===== config.mk =====
export PLATFORM = sky130hd
export DESIGN_NAME = ladder_button_debouncer_unit
export DESIGN_NICKNAME = d
export VERILOG_FILES = /design/src/hw/rtl/ldb_pkg.sv /design/src/hw/rtl/ldb_classify.sv /design/src/hw/rtl/ldb_history.sv /design/src/hw/rtl/ladder_button_debouncer_unit.sv
export VERILOG_INCLUDE_DIRS = /design/src /design/src/hw/rtl
export SDC_FILE = /design/constraint.sdc
export NUM_CORES = 1
export LEC_CHECK = 0
export ABC_AREA = 1
export BUFFER_PORTS_ARGS = -buffer_cell sky130_fd_sc_hd__buf_4
export CAP_MARGIN = 20
export CELL_PAD_IN_SITES_DETAIL_PLACEMENT = 1
export CELL_PAD_IN_SITES_GLOBAL_PLACEMENT = 1
export CORE_UTILIZATION = 42
export DETAILED_ROUTE_END_ITERATION = 12
export PLACE_DENSITY = 0.77
export SLEW_MARGIN = 20
export SYNTH_ARGS = -nofsm -noshare
export SYNTH_HDL_FRONTEND = slang
export SYNTH_SLANG_ARGS = --single-unit

===== constraint.sdc =====
create_clock -name i_clk -period 2.35 [get_ports i_clk]
set_input_delay 0.235 -clock i_clk [delete_from_list [all_inputs] [get_ports i_clk]]
set_output_delay 0.235 -clock i_clk [all_outputs]
set_load 0.02 [all_outputs]

===== src/hw/rtl/assert_macros.svh =====
// Assertion macros shared by the ladder button debouncer RTL.
// Depends on nothing; included by the modules that carry assertions.
`ifndef ASSERT_MACROS_SVH
`define ASSERT_MACROS_SVH

// Clocked assertion that is switched off while reset is held.
`define LDB_ASSERT(lbl, clk, rstn, prop, msg) \
    lbl: assert property (@(posedge clk) disable iff (!(rstn)) (prop)) else $error(msg);

// Clocked assertion that is checked in every cycle, reset included.
`define LDB_ASSERT_ALWAYS(lbl, clk, prop, msg) \
    lbl: assert property (@(posedge clk) (prop)) else $error(msg);

`endif


===== src/hw/rtl/ldb_pkg.sv =====
// Package for the ladder button debouncer: constants, register indexes and types.
// Depends on nothing; used by every module of the block.
`default_nettype none

package ldb_pkg;

    localparam int BUTTON_COUNT = 5;
    localparam int CLASS_W      = 3;
    localparam int BUDGET_W     = 16;
    localparam int CFG_IDX_W    = 3;
    localparam int FILL_W       = 2;

    localparam logic [BUDGET_W-1:0] BUDGET_RESET = 16'hFFFF;
    localparam logic [FILL_W-1:0]   FILL_FULL    = 2'd2;

    typedef logic [CLASS_W-1:0] t_class;

    localparam t_class CLASS_NONE = 3'd0;

    typedef enum logic [CFG_IDX_W-1:0] {
        REG_WINDOW_ONE   = 3'd0,
        REG_WINDOW_TWO   = 3'd1,
        REG_WINDOW_THREE = 3'd2,
        REG_WINDOW_FOUR  = 3'd3,
        REG_WINDOW_FIVE  = 3'd4,
        REG_READ_BUDGET  = 3'd5
    } t_reg_idx;

    // Decision of the debounce logic for one reading.
    typedef struct packed {
        logic   fire;
        t_class button;
        logic   timed_out;
    } t_ldb_result;

endpackage

`default_nettype wire


===== src/hw/rtl/ldb_classify.sv =====
// Window classifier: maps one reading to button 1..5, or 0 when no window holds it.
// Depends on ldb_pkg.
`default_nettype none

module ldb_classify #(
    parameter int SAMPLE_BITS = 10
) (
    input  logic [SAMPLE_BITS-1:0]   i_sample,
    input  logic [2*SAMPLE_BITS-1:0] i_windows [ldb_pkg::BUTTON_COUNT],
    output ldb_pkg::t_class          o_class
);
    import ldb_pkg::*;

    logic [BUTTON_COUNT-1:0] w_hit;

    always_comb begin
        for (int k = 0; k < BUTTON_COUNT; k++) begin
            w_hit[k] = (i_sample >= i_windows[k][SAMPLE_BITS-1:0]) &&
                       (i_sample <= i_windows[k][2*SAMPLE_BITS-1:SAMPLE_BITS]);
        end
    end

    // The lowest-numbered matching window wins, so scan from the top down.
    always_comb begin
        o_class = CLASS_NONE;
        for (int k = BUTTON_COUNT - 1; k >= 0; k--) begin
            if (w_hit[k]) begin
                o_class = CLASS_W'(k + 1);
            end
        end
    end

endmodule

`default_nettype wire


===== src/hw/rtl/ldb_history.sv =====
// Debounce history: last two classes, fill count and read budget countdown.
// Depends on ldb_pkg and assert_macros.svh.
`default_nettype none

module ldb_history (
    input  logic                           i_clk,
    input  logic                           i_rst_n,
    input  logic                           i_step,
    input  ldb_pkg::t_class                i_class,
    input  logic                           i_budget_we,
    input  logic [ldb_pkg::BUDGET_W-1:0]   i_budget,
    output ldb_pkg::t_ldb_result           o_result
);
    import ldb_pkg::*;
    `include "assert_macros.svh"

    logic [BUDGET_W-1:0] r_budget;
    logic [BUDGET_W-1:0] r_reads_left;
    logic [BUDGET_W-1:0] n_reads_left;
    t_class              r_last;
    t_class              n_last;
    t_class              r_older;
    t_class              n_older;
    logic [FILL_W-1:0]   r_fill;
    logic [FILL_W-1:0]   n_fill;

    always_comb begin
        o_result     = '0;
        n_reads_left = r_reads_left;
        n_last       = r_last;
        n_older      = r_older;
        n_fill       = r_fill;
        if (r_reads_left == '0) begin
            // Budget spent: a timeout outranks any agreement on this reading.
            o_result.fire      = 1'b1;
            o_result.timed_out = 1'b1;
        end else if (r_fill == FILL_FULL && i_class == r_last && i_class == r_older) begin
            o_result.fire   = 1'b1;
            o_result.button = i_class;
        end else begin
            n_reads_left = r_reads_left - 1'b1;
            n_older      = r_last;
            n_last       = i_class;
            if (r_fill != FILL_FULL) begin
                n_fill = r_fill + 1'b1;
            end
        end
        if (o_result.fire) begin
            n_reads_left = r_budget;
            n_last       = CLASS_NONE;
            n_older      = CLASS_NONE;
            n_fill       = '0;
        end
    end

    always_ff @(posedge i_clk) begin
        if (!i_rst_n) begin
            r_budget     <= BUDGET_RESET;
            r_reads_left <= BUDGET_RESET;
            r_last       <= CLASS_NONE;
            r_older      <= CLASS_NONE;
            r_fill       <= '0;
        end else if (i_budget_we) begin
            // A new budget restarts the countdown but keeps the history.
            r_budget     <= i_budget;
            r_reads_left <= i_budget;
        end else if (i_step) begin
            r_reads_left <= n_reads_left;
            r_last       <= n_last;
            r_older      <= n_older;
            r_fill       <= n_fill;
        end
    end

    // While reset is held the fill count may still be unknown, so only its value after reset counts.
    `LDB_ASSERT_ALWAYS(a_fill_range, i_clk, (!i_rst_n || r_fill != 2'd3), "history fill count out of range")
    `LDB_ASSERT(a_clear_after_result, i_clk, i_rst_n, (i_step && !i_budget_we && o_result.fire) |=> (r_fill == '0 && r_last == CLASS_NONE && r_older == CLASS_NONE), "history not cleared after a result")
    `LDB_ASSERT(a_reload_after_result, i_clk, i_rst_n, (i_step && !i_budget_we && o_result.fire) |=> (r_reads_left == r_budget), "read countdown not reloaded after a result")

endmodule

`default_nettype wire


===== src/hw/rtl/ladder_button_debouncer_unit.sv =====
// Ladder button debouncer: the result register offers a result once the reading that settles it
// has passed the input register; one reading is accepted per cycle while no result stalls,
// through the single classify-and-update stage between the input and result registers.
// Readings that settle nothing give no result; a stalled result holds back the stage behind it.
// Synchronous active-low reset empties both stages, restores empty windows, a full read budget
// and a clear history. Depends on ldb_pkg, ldb_classify, ldb_history and assert_macros.svh.
`default_nettype none

module ladder_button_debouncer_unit #(
    parameter int SAMPLE_BITS = 10
) (
    input  logic                            i_clk,
    input  logic                            i_rst_n,
    input  logic                            i_in_valid,
    output logic                            o_in_ready,
    input  logic [SAMPLE_BITS-1:0]          i_sample,
    output logic                            o_out_valid,
    input  logic                            i_out_ready,
    output logic [ldb_pkg::CLASS_W-1:0]     o_button,
    output logic                            o_timed_out,
    input  logic                            i_cfg_we,
    input  logic [ldb_pkg::CFG_IDX_W-1:0]   i_cfg_index,
    input  logic [2*SAMPLE_BITS-1:0]        i_cfg_data
);
    import ldb_pkg::*;
    `include "assert_macros.svh"

    localparam int WinW = 2 * SAMPLE_BITS;
    // Reset window: low bound all ones above a high bound of zero, which never matches.
    localparam logic [WinW-1:0] WinReset = {{SAMPLE_BITS{1'b0}}, {SAMPLE_BITS{1'b1}}};

    logic [WinW-1:0]        r_win [BUTTON_COUNT];
    logic                   r_s1_valid;
    logic [SAMPLE_BITS-1:0] r_s1_sample;
    logic                   r_out_valid;
    t_class                 r_button;
    logic                   r_timed_out;
    logic                   w_advance;
    logic                   w_budget_we;
    t_class                 w_class;
    t_ldb_result            w_res;

    // Configuration registers.
    always_ff @(posedge i_clk) begin
        if (!i_rst_n) begin
            for (int k = 0; k < BUTTON_COUNT; k++) begin
                r_win[k] <= WinReset;
            end
        end else if (i_cfg_we) begin
            case (t_reg_idx'(i_cfg_index))
                REG_WINDOW_ONE:   r_win[0] <= i_cfg_data;
                REG_WINDOW_TWO:   r_win[1] <= i_cfg_data;
                REG_WINDOW_THREE: r_win[2] <= i_cfg_data;
                REG_WINDOW_FOUR:  r_win[3] <= i_cfg_data;
                REG_WINDOW_FIVE:  r_win[4] <= i_cfg_data;
                default: ;
            endcase
        end
    end

    assign w_budget_we = i_cfg_we && (t_reg_idx'(i_cfg_index) == REG_READ_BUDGET);

    // The stage moves on when the result register is free or is being emptied this cycle.
    assign w_advance  = r_s1_valid && (!r_out_valid || i_out_ready);
    assign o_in_ready = !r_s1_valid || w_advance;

    always_ff @(posedge i_clk) begin
        if (!i_rst_n) begin
            r_s1_valid <= 1'b0;
        end else if (o_in_ready) begin
            r_s1_valid <= i_in_valid;
        end
    end

    always_ff @(posedge i_clk) begin
        if (i_in_valid && o_in_ready) begin
            r_s1_sample <= i_sample;
        end
    end

    ldb_classify #(
        .SAMPLE_BITS (SAMPLE_BITS)
    ) u_classify (
        .i_sample  (r_s1_sample),
        .i_windows (r_win),
        .o_class   (w_class)
    );

    ldb_history u_history (
        .i_clk       (i_clk),
        .i_rst_n     (i_rst_n),
        .i_step      (w_advance),
        .i_class     (w_class),
        .i_budget_we (w_budget_we),
        .i_budget    (i_cfg_data[BUDGET_W-1:0]),
        .o_result    (w_res)
    );

    always_ff @(posedge i_clk) begin
        if (!i_rst_n) begin
            r_out_valid <= 1'b0;
        end else if (w_advance) begin
            r_out_valid <= w_res.fire;
        end else if (i_out_ready) begin
            r_out_valid <= 1'b0;
        end
    end

    always_ff @(posedge i_clk) begin
        if (w_advance && w_res.fire) begin
            r_button    <= w_res.button;
            r_timed_out <= w_res.timed_out;
        end
    end

    assign o_out_valid = r_out_valid;
    assign o_button    = r_button;
    assign o_timed_out = r_timed_out;

    `LDB_ASSERT(a_timeout_no_button, i_clk, i_rst_n, (o_out_valid && o_timed_out) |-> (o_button == CLASS_NONE), "timeout result carries a button")
    `LDB_ASSERT(a_button_range, i_clk, i_rst_n, o_out_valid |-> (o_button <= CLASS_W'(BUTTON_COUNT)), "button number out of range")
    `LDB_ASSERT(a_stage_held, i_clk, i_rst_n, (r_s1_valid && !w_advance) |=> (r_s1_valid && $stable(r_s1_sample)), "held reading lost while the result stalls")

endmodule

`default_nettype wire


==> flow_summary.toml <==
[critical_path]
setup.reg_to_reg.worst_slack_ns = -0.47
worst_r2r_startpoint = "r_s1_sample[5]$_DFFE_PP_"
worstSetupStartpointType = "flip-flop"
setup.worst_path.end_class = "flip-flop"
required_time_worst_endpoint_ns = 2.72
capture_instance_of_the_worst_register_to_register_path = "u_history.r_older[2]$_SDFFE_PN0P_"
timing.critical_path.fanout_max = 7
crit_type = "flip-flop to flip-flop"
number_of_cells_on_the_worst_reg_to_reg_path = 22
critical_path_arrival_ns = 3.19

[yosys]
synthDominantAreaCellType = "dfxtp_1"
cell_with_the_most_instances_after_synthesis = "nand2_1"
netlist_area_um2 = 8717
synth.cells.most_frequent = "nand2_1 (228), inv_1 (173), dfxtp_1 (142)"
ys_warn_count = 0
share_of_the_yosys_chip_area_belonging_to_registers = 0.3743
most_used_flip_flop_cell_after_synthesis = "dfxtp_1"
synth_enable_flop_cells = 14
most_area_consuming_cells_after_synthesis = "dfxtp_1 (33%), ha_1 (15%), nand2_1 (9.8%)"
netlist_instances = 1144
postSynthAreaPerCell_um2 = 7.620
ys_async_sr_fraction = 0
synth_cell_type_count = 35
syn_nets = 1285
synthDominantCellAreaShare = 0.3261
total_of_flip_flops_plus_latches_after_synthesis = 156

[run_status]
violations = "negative setup slack"
outcome = "finished, violations left"

[placed_design]
placedInstanceArea_um2 = 9667
post-place-ws_ns = -0.3626
place_congestion = 0.8249
hpwlAfterDp_um = 19380
port_buffers = 43

[clock_tree]
clock_latency_ns = 0.44
clock_tree_from_tritoncts = "built"
clock_buffers_created_by_tritoncts = 17
clock_tree.buffer_depth = 2
cts.root.buffer_cell = "clkbuf_16"
clk_transition_reported_paths_ns = 0.07
htree_levels = 4
numClockSinks = 156

[routing]
post_drt_via_cell_ratio = 5.410
drc_errors = 0
vias = 8185
finalWirelength_um = 28650
dr.pass1.iters = 4
antenna_left = 0
wl_per_cell_um = 18.94
drt_first_iter_violations = 415

[timing]
timing.final.max_slew_violations = 0
timing.final.hold_violations = 0
final_period_minus_worst_setup_slack_ns = 2.818
achievable-frequency_ghz = 0.3548
smallest_hold_slack_ns = 0.07856
tightestPinTransition_ns = 0.5306
relSlewSlack = 0.6459
finalSetupViolCount = 32
fin_worst_skew_ns = 0.01300
fin_crit_sh = 1.199
setup_slack_ns = -0.4684
grt_setup_unrepaired = "yes"

[worst_hold_path]
hp-class = "input pin to flip-flop"
whs_path_depth = 3
hold_path_startpoint = "i_cfg_data[4]"
hold_end = "r_win[84]$_SDFFE_PN1P_"

[global_route]
antenna_found_initial = 0
globalRouteOverflowTotal = 0
grt_first_pass_wirelength_um = 43830
first_global_vias = 8362
maximum_number_of_pins_on_one_net_before_global_route_repair = 49
global_route.usage.total = 0.2643

[floorplan]
num_ports = 44
die-width_um = 146.1
die_height_um = 146.1
area_of_the_core_region_um2 = 20300
floorplan.die_area_um2 = 21340
initial_utilization = 0.4294
fp-row-count = 52

[power]
post-layout-total-power_w = 0.006704
power.leakage_nw = 5.058
vdd.ir_drop.worst_mv = 0.4986
pwr_density_cell_nw_per_um2 = 610.6

[cells_and_area]
fraction_of_final_layout_cells_sized_beyond_drive_strength_1 = 0.2003
n_diodes = 0
areaGrowthSynthToFinish_pct = 25.94
finalCoreUtilization = 0.5408
postLayoutCellArea_um2 = 10980
nNetsFinal = 1371

[flow_run]
timing.max_cap.violations = 0
==> metrics by stage <==
| stage | setup TNS, ns | instances |
|---|---|---|
| floorplan | -0.6673 | 1144 |
| global placement | -7.712 | 1461 |
| detailed placement | -9.966 | 1461 |
| CTS | -8.064 | 1505 |
| global route | -15.10 | 1513 |
| finish | -11.79 | 1513 |
==> worst max-delay path: stages (launching register included) <==
cell and delay [ns]:
edfxtp_1 0.48, buf_6 0.21, ha_4 0.24, nand2_4 0.08, inv_2 0.03, nand2_1 0.09
nand2_2 0.07, nand2_1 0.06, nand3_1 0.06, nand2_1 0.09, nand2_2 0.08, inv_2 0.05
nand2_1 0.04, nand2_1 0.11, nand2_4 0.08, a21oi_4 0.18, nor2_4 0.07, nand2_4 0.09
nand2_4 0.08, buf_6 0.16, nor2_4 0.15, nand2_1 0.09, a21oi_1 0.15
==> sequential cells by signal, indices dropped and copies added (netlist names) <==
| signal | count |
|---|---|
| r_win | 100 |
| u_history.r_budget | 16 |
| u_history.r_reads_left | 16 |
| r_s1_sample | 10 |
| o_button | 3 |
| u_history.r_last | 3 |
| u_history.r_older | 3 |
| u_history.r_fill | 2 |
| o_out_valid | 1 |
| o_timed_out | 1 |
| r_s1_valid | 1 |
==> final cells by class <==
| cell class | count | area, um2 |
|---|---|---|
| fillers | 2484 | 9321 |
| multi-input cells | 771 | 5144 |
| flip-flops and latches | 156 | 3263 |
| repair buffers | 108 | 984.7 |
| inverters | 176 | 663.1 |
| clock buffers | 22 | 505.5 |
| well taps | 270 | 337.8 |
| clock inverters | 10 | 80.08 |
==> cell usage in the layout (no fill, tap or decap), types with 7 or more instances in the layout <==
master         netlist  layout
ha_1               103      84
o21ai_0             79      76
o211ai_1            48      48
nand2_1            228     197
dfxtp_1            142     142
nand4_1             18      18
o21bai_1             7       7
nor2_4               3      10
edfxtp_1            14      14
nor2_2               5      12
nand2_2              8      30
clkbuf_16            0      19
a21oi_1            119     106
nand3_2              8      11
buf_6                2      13
a21oi_2              0      11
a21o_1              10      10
ha_4                 0      19
o21ai_1              8       9
buf_4                1      77
nand2_4              1      10
nor2_1              63      49
nand3_1             34      30
inv_1              173     168
dlygate4sd3_1        0      10
==> report_power, final <==
group	internal, W	switching [W]
logic	0.000437	0.000651
clock network	0.00154	0.00122
registers	0.00279	0.0000649
==> metal layers <==
metal / routed length, um / vias up / GRT usage / part of all wire
met5: 0 / - / 0 / 0
met4: 535 / 0 / 0.08177 / 0.019
met3: 983 / 43 / 0.04375 / 0.034
met2: 14600 / 146 / 0.4684 / 0.51
met1: 12530 / 4040 / 0.3270 / 0.44
li1: - / 3956 / - / -
==> what timing repair did <==
item / 4_1_cts / 5_1_grt
pin swaps: 8 / 16
resized for setup: 26 / 92
endpoints found under the setup margin: 32 / 32
setup buffers: 2 / 5
hold buffers: 10 / 0
hold endpoints to repair: 10 / 0
gates cloned: 0 / 3
==> logic make-up (layout without fill, tap and decap cells) <==
family / count (synthesis) / in the layout / synth area share
AO/OA/AOI/OAI: 276 / 276 / 0.1787
flip-flops: 156 / 156 / 0.3743
XOR/XNOR: 11 / 11 / 0.01105
buffers and inverters: 217 / 316 / 0.09717
adder cells (fa/ha/maj): 103 / 103 / 0.1478
AND/OR/NAND/NOR: 381 / 381 / 0.1909
==> worst max-delay path by stage <==
stage / from / end / slack [ns]
2_1_floorplan: r_s1_sample[9]$_DFFE_PP_ / o_button[0]$_SDFFCE_PP0P_ / -0.1
3_3_place_gp: r_s1_sample[5]$_DFFE_PP_ / u_history.r_last[1]$_SDFFE_PN0P_ / -0.29
3_5_place_dp: r_s1_sample[9]$_DFFE_PP_ / u_history.r_last[2]$_SDFFE_PN0P_ / -0.36
4_1_cts: r_s1_sample[9]$_DFFE_PP_ / u_history.r_last[1]$_SDFFE_PN0P_ / -0.30
5_1_grt: r_s1_sample[5]$_DFFE_PP_ / u_history.r_older[2]$_SDFFE_PN0P_ / -0.59
6_report: r_s1_sample[5]$_DFFE_PP_ / u_history.r_older[2]$_SDFFE_PN0P_ / -0.47
Power figures use the tool's default switching activity.
